**config.mk**
```make
export PLATFORM = sky130hd
export DESIGN_NAME = wfea_ext_ram
export DESIGN_NICKNAME = d
export VERILOG_FILES = /design/src/wfea_ext_ram.sv
export SDC_FILE = /design/constraint.sdc
export NUM_CORES = 2
export LEC_CHECK = 0
export ABC_AREA = 1
export BUFFER_PORTS_ARGS = -buffer_cell sky130_fd_sc_hd__buf_4
export CELL_PAD_IN_SITES_DETAIL_PLACEMENT = 0
export CELL_PAD_IN_SITES_GLOBAL_PLACEMENT = 1
export CORE_MARGIN = 2
export CORE_UTILIZATION = 52
export CTS_CLUSTER_DIAMETER = 60
export DETAILED_ROUTE_END_ITERATION = 16
export PLACE_DENSITY = 0.89
export SYNTH_ARGS = -nofsm -noshare
export SYNTH_HDL_FRONTEND = slang
export SYNTH_SLANG_ARGS = --single-unit
```
**constraint.sdc**
```tcl
create_clock -name clk -period 3.3 [get_ports clk]
set_input_delay 0.66 -clock clk [delete_from_list [all_inputs] [get_ports clk]]
set_output_delay 0.66 -clock clk [all_outputs]
set_load 0.02 [all_outputs]
```
**src/wfea_ext_ram.sv**
```systemverilog
module wfea_ext_ram #(
  parameter int EW = 6,
  parameter int SW = 14
) (
  input  logic          clk,
  input  logic [EW-1:0] raddr,
  output logic [SW-1:0] rd_start,
  output logic [SW-1:0] rd_free,
  input  logic [EW-1:0] waddr,
  input  logic          we_start,
  input  logic          we_free,
  input  logic [SW-1:0] wr_start,
  input  logic [SW-1:0] wr_free
);
  localparam int DEPTH = 1 << EW;

  logic [SW-1:0] start_mem [DEPTH];
  logic [SW-1:0] free_mem  [DEPTH];

  always_ff @(posedge clk) begin
    if (we_start) begin
      start_mem[waddr] <= wr_start;
    end
    if (we_free) begin
      free_mem[waddr] <= wr_free;
    end
    rd_start <= start_mem[raddr];
    rd_free  <= free_mem[raddr];
  end

endmodule
```
Yosys cells after proc, flatten, opt, wreduce, memory -nomap -nowiden
Memory sizes are Yosys's and may differ from the RTL's. A register that Yosys moved wholly into a read port is not among the register bits.
Cells that the tools add are included.
{"block": "classes", "muxes": 4}
{"operator": "two-way mux 1 bit", "count": 4}
{"block": "totals", "mem_bits_rw": 1792, "output_inout_bits": 28, "wordCells": 6, "n_memories": 2, "regBits": 0}
{"name": "free_mem", "depth": 64, "word_bits": 14, "rd": 1, "rd_ports_with_merged_regs": 1, "wr": 1, "line_no": "18", "text": "logic [SW-1:0] free_mem [DEPTH];"}
{"name": "start_mem", "depth": 64, "word_bits": 14, "rd": 1, "rd_ports_with_merged_regs": 1, "wr": 1, "line_no": "17", "text": "logic [SW-1:0] start_mem [DEPTH];"}

Depth between registers and ports, before layout
{"block": "depth", "depth_word": 2, "mapped_depth": 13, "depth_no_buf": 9}

Worst setup path after synthesis
No wires, ideal clock.
{"block": "synth_path", "path_type": "in2reg", "from": "input port waddr[3]", "to": "memory free_mem[27][0] (enable)", "path_slack_ps": 525, "arrival_time_ps": 2373, "required_ps": 2897, "setup_time_ps": 403, "cell_stages": 4, "path_cell_list": "clkbuf_1 > nand3_1 > clkbuf_1 > nor3_1"}
{"element": "start, declared", "line_no": "9", "text": "input logic [EW-1:0] waddr,"}
{"element": "end, declared", "line_no": "18"}
Straight into the memory's write port.

Worst setup path after layout
{"block": "layout_path", "from": "register rd_start[0], read port of start_mem", "to": "output port rd_start[0]"}
{"element": "start, declared", "line_no": "7", "text": "output logic [SW-1:0] rd_start,"}
No word-level cell between the ends.

==> metrics.txt <==
# TYPE chip_impl_metric gauge
chip_impl_info{name="leading_cell_types_by_total_area_after_synthesis",value="sky130_fd_sc_hd__edfxtp_1 73%, sky130_fd_sc_hd__nand2_1 12%, sky130_fd_sc_hd__nand3_1 10%"} 1
chip_impl_metric{name="groute.layer.met3.usage",unit="%"} 5.59
chip_impl_metric{name="cts_resized",unit=""} 0
chip_impl_metric{name="grt_start_max_net_pins",unit=""} 113
chip_impl_metric{name="p_leak",unit="uW"} 0.0298
chip_impl_metric{name="worst_clock_skew",unit="ps"} 28.9
chip_impl_metric{name="cts_hold_repair.buffers",unit=""} 0
chip_impl_metric{name="slowest_delay",unit="ps"} 570
chip_impl_metric{name="detailed_place_hpwl",unit="mm"} 110
chip_impl_metric{name="detailroute.via_count",unit=""} 48907
chip_impl_metric{name="critPathBufInv",unit=""} 1
chip_impl_info{name="worst_setup_path_start_kind",value="flop"} 1
chip_impl_metric{name="nFillCells",unit=""} 10739
chip_impl_metric{name="ys_ff_latch",unit=""} 1820
chip_impl_metric{name="critPathRequiredTime",unit="ps"} 2640
chip_impl_metric{name="floorplan.rows",unit=""} 137
chip_impl_metric{name="synthXorXnorAreaFrac",unit="%"} 0
chip_impl_metric{name="power-per-cell-area",unit="mW/mm^2"} 585
chip_impl_metric{name="synth.yosys.seq_area_share",unit="%"} 74.1
chip_impl_metric{name="synthSimpleGateAreaFrac",unit="%"} 22.9
chip_impl_metric{name="globalRouteMet2Util",unit="%"} 41.8
chip_impl_metric{name="grt_pass1_vias",unit=""} 46673
chip_impl_metric{name="initial_antenna_violation_count",unit=""} 10
chip_impl_info{name="hp-class",value="in -> reg"} 1
chip_impl_info{name="crit_type",value="reg -> out"} 1
chip_impl_metric{name="final_net_count",unit=""} 6331
chip_impl_metric{name="buffer_ports.inserted",unit=""} 70
chip_impl_metric{name="cts-buffers-inserted",unit=""} 177
chip_impl_metric{name="drt_wl_total",unit="mm"} 194
chip_impl_metric{name="die_y",unit="um"} 380
chip_impl_metric{name="cts_setup_buffers",unit=""} 0
chip_impl_info{name="cts.root.buffer_cell",value="sky130_fd_sc_hd__clkbuf_16"} 1
chip_impl_info{name="global_route.peak_usage_layer",value="met2"} 1
chip_impl_metric{name="routed_via_density",unit=""} 5.88
chip_impl_info{name="netlist.top_cell.by_area",value="sky130_fd_sc_hd__edfxtp_1"} 1
chip_impl_metric{name="path_max_fanout",unit=""} 1
chip_impl_metric{name="drcViolationCount",unit=""} 0
chip_impl_info{name="final_common_cell",value="sky130_fd_sc_hd__nand2_1"} 1
chip_impl_metric{name="floorplan.core_area",unit="mm^2"} 0.140
chip_impl_metric{name="grt_util_met1",unit="%"} 36.6
chip_impl_metric{name="layout.cell_area.non_filler",unit="mm^2"} 0.0830
chip_impl_metric{name="maxSlewViolCount",unit=""} 0
chip_impl_metric{name="final.setup.tns",unit="ps"} 0
chip_impl_info{name="crit_family",value="flip-flops"} 1
chip_impl_metric{name="vdd_ir_drop_max",unit="mV"} 0.591
chip_impl_metric{name="clk_latency",unit="ps"} 830
chip_impl_metric{name="synth.area.mux_share",unit="%"} 0
chip_impl_info{name="rsz0062_at_grt",value="no"} 1
chip_impl_metric{name="post_synth_fa_ha_maj_area_fraction",unit="%"} 0
chip_impl_metric{name="mappedNetlistNets",unit=""} 6227
chip_impl_info{name="synth_top_family_by_area",value="simple AND/OR/NAND/NOR gates"} 1
chip_impl_metric{name="design.die.area",unit="mm^2"} 0.144
chip_impl_metric{name="syn-mean-instance-area",unit="um^2"} 11.9
chip_impl_metric{name="mappedNetlistArea",unit="mm^2"} 0.0734
chip_impl_metric{name="tightestPinTransition",unit="ps"} 1260
chip_impl_metric{name="drive_above_1_share",unit="%"} 11.3
chip_impl_metric{name="routabilityCongestion",unit=""} 0.876
chip_impl_info{name="tritoncts_clock_tree",value="built"} 1
chip_impl_metric{name="timing.final.crit_period",unit="ps"} 2270
chip_impl_metric{name="postLayoutSetupSlackWorst",unit="ps"} 1030
chip_impl_metric{name="achievable-frequency",unit="MHz"} 440
chip_impl_metric{name="fin_crit_share",unit="%"} 68.8
chip_impl_metric{name="detail_route.iter0.violations",unit=""} 6656
chip_impl_metric{name="start_util",unit="%"} 52.5
chip_impl_metric{name="wl_per_cell",unit="um"} 23.4
chip_impl_metric{name="drv.max_cap_violation_count",unit=""} 0
chip_impl_metric{name="route.antenna.remaining_nets",unit=""} 0
chip_impl_metric{name="cts.path.max_buffers",unit=""} 3
chip_impl_metric{name="whs",unit="ps"} 382
chip_impl_metric{name="detail_route.first_pass.iterations",unit=""} 9
chip_impl_metric{name="clock_tree.htree_level_count",unit=""} 4
chip_impl_info{name="worst_path_max_delay_cell",value="sky130_fd_sc_hd__dfxtp_1"} 1
chip_impl_metric{name="grt_usage",unit="%"} 26.6
chip_impl_metric{name="critical_path_arrival",unit="ps"} 1610
chip_impl_metric{name="hold_viol",unit=""} 0
chip_impl_info{name="critical_path.cell_chain",value="buf_4"} 1
chip_impl_metric{name="synthesis.yosys.warnings",unit=""} 0
chip_impl_metric{name="floorplan.io_pins",unit=""} 71
chip_impl_metric{name="setup_viol_count_final",unit=""} 0
chip_impl_metric{name="clk_pin_slew",unit="ps"} 60
chip_impl_metric{name="complex_gate_fraction_of_the_synthesized_area",unit="%"} 0
chip_impl_info{name="final_cell_mix",value="2,277 x sky130_fd_sc_hd__nand2_1, 1,792 x sky130_fd_sc_hd__edfxtp_1, 1,516 x sky130_fd_sc_hd__nand3_1, 288 x sky130_fd_sc_hd__buf_4, 177 x sky130_fd_sc_hd__clkbuf_16"} 1
chip_impl_metric{name="slew_headroom",unit="%"} 15.3
chip_impl_metric{name="synth.top_cell.area_share",unit="%"} 73.3
chip_impl_metric{name="tritoncts_num_sinks",unit=""} 1820
chip_impl_info{name="worst_setup_path_end_kind",value="output port"} 1
chip_impl_metric{name="area_delta_synth_final",unit="%"} 13.1
chip_impl_metric{name="detailedPlace.worstSlack",unit="ps"} 313
chip_impl_metric{name="chipWidth",unit="um"} 380
chip_impl_metric{name="grt_first_pass_wirelength",unit="mm"} 290
chip_impl_metric{name="grt-ovfl-total",unit=""} 0
chip_impl_metric{name="placed_area",unit="mm^2"} 0.0774
chip_impl_info{name="run_status",value="completed"} 1
chip_impl_metric{name="ys_types",unit=""} 16
chip_impl_metric{name="syn-instance-count",unit=""} 6184
synth_stat cells (all sizes together):
library cell / instances
buf: 338
clkbuf: 75
dfxtp: 28
edfxtp: 1792
inv: 18
nand2: 2277
nand3: 1520
nand3b: 2
nor2: 18
nor3: 116
logic make-up (layout without fill, tap and decap cells):
family | count (synthesis) | after routing
and+or+nand+nor | 3933 | 3933
DFF | 1820 | 1820
buffers and inverters | 431 | 685
other | 0 | 1
state kept, by name (all words and copies together), names as in the netlist:
name / count
rd_start: 14
start_mem: 896
free_mem: 896
rd_free: 14
worst paths after layout:
path                         startpoint                  endpoint  slack, ps  cells past startpoint
min                          wr_free[8]  free_mem[4][8]$_DFFE_PP_        380                      1
max                 rd_start[0]$_DFF_P_               rd_start[0]       1030                      1
min reg2reg   free_mem[36][8]$_DFFE_PP_        rd_free[8]$_DFF_P_        800                      8
max reg2reg  start_mem[63][4]$_DFFE_PP_       rd_start[4]$_DFF_P_       1610                      8
metrics by stage:
step           utilization (%)  total power, uW  instances
3_5_place_dp              55.3            29300       7985
5_1_grt                   59.3            49800       8314
3_3_place_gp              55.3            29300       7985
6_report                  59.3            48500       8315
2_1_floorplan                -            27800       6184
4_1_cts                   59.3            48600       8314
routing by layer:
| metal | part of all wire, % | vias up |
|---|---|---|
| li1 | - | 22023 |
| met1 | 39 | 23847 |
| met2 | 47 | 2648 |
| met3 | 10 | 373 |
| met4 | 3.6 | 16 |
| met5 | 0.077 | - |
report_power, final:
group          switching, uW  leakage, uW  internal [uW]
Sequential              90.8       0.0164          25600
Clock                   8680      0.00278          11000
Combinational           2370       0.0107            825
Total                  11100       0.0298          37400
cell type report:
class,instances,area (um^2),share of cell area [%]
Antenna cell,1,2.50,0.00302
Timing Repair Buffer,338,3150,3.79
Clock inverter,103,923,1.11
Multi-Input combinational cell,3933,17400,21.0
Inverter,18,104,0.125
Sequential cell,1820,54400,65.5
Tap cell,1876,2350,2.83
Clock buffer,226,4710,5.68
No activity file was read; power rests on OpenSTA's default activity.
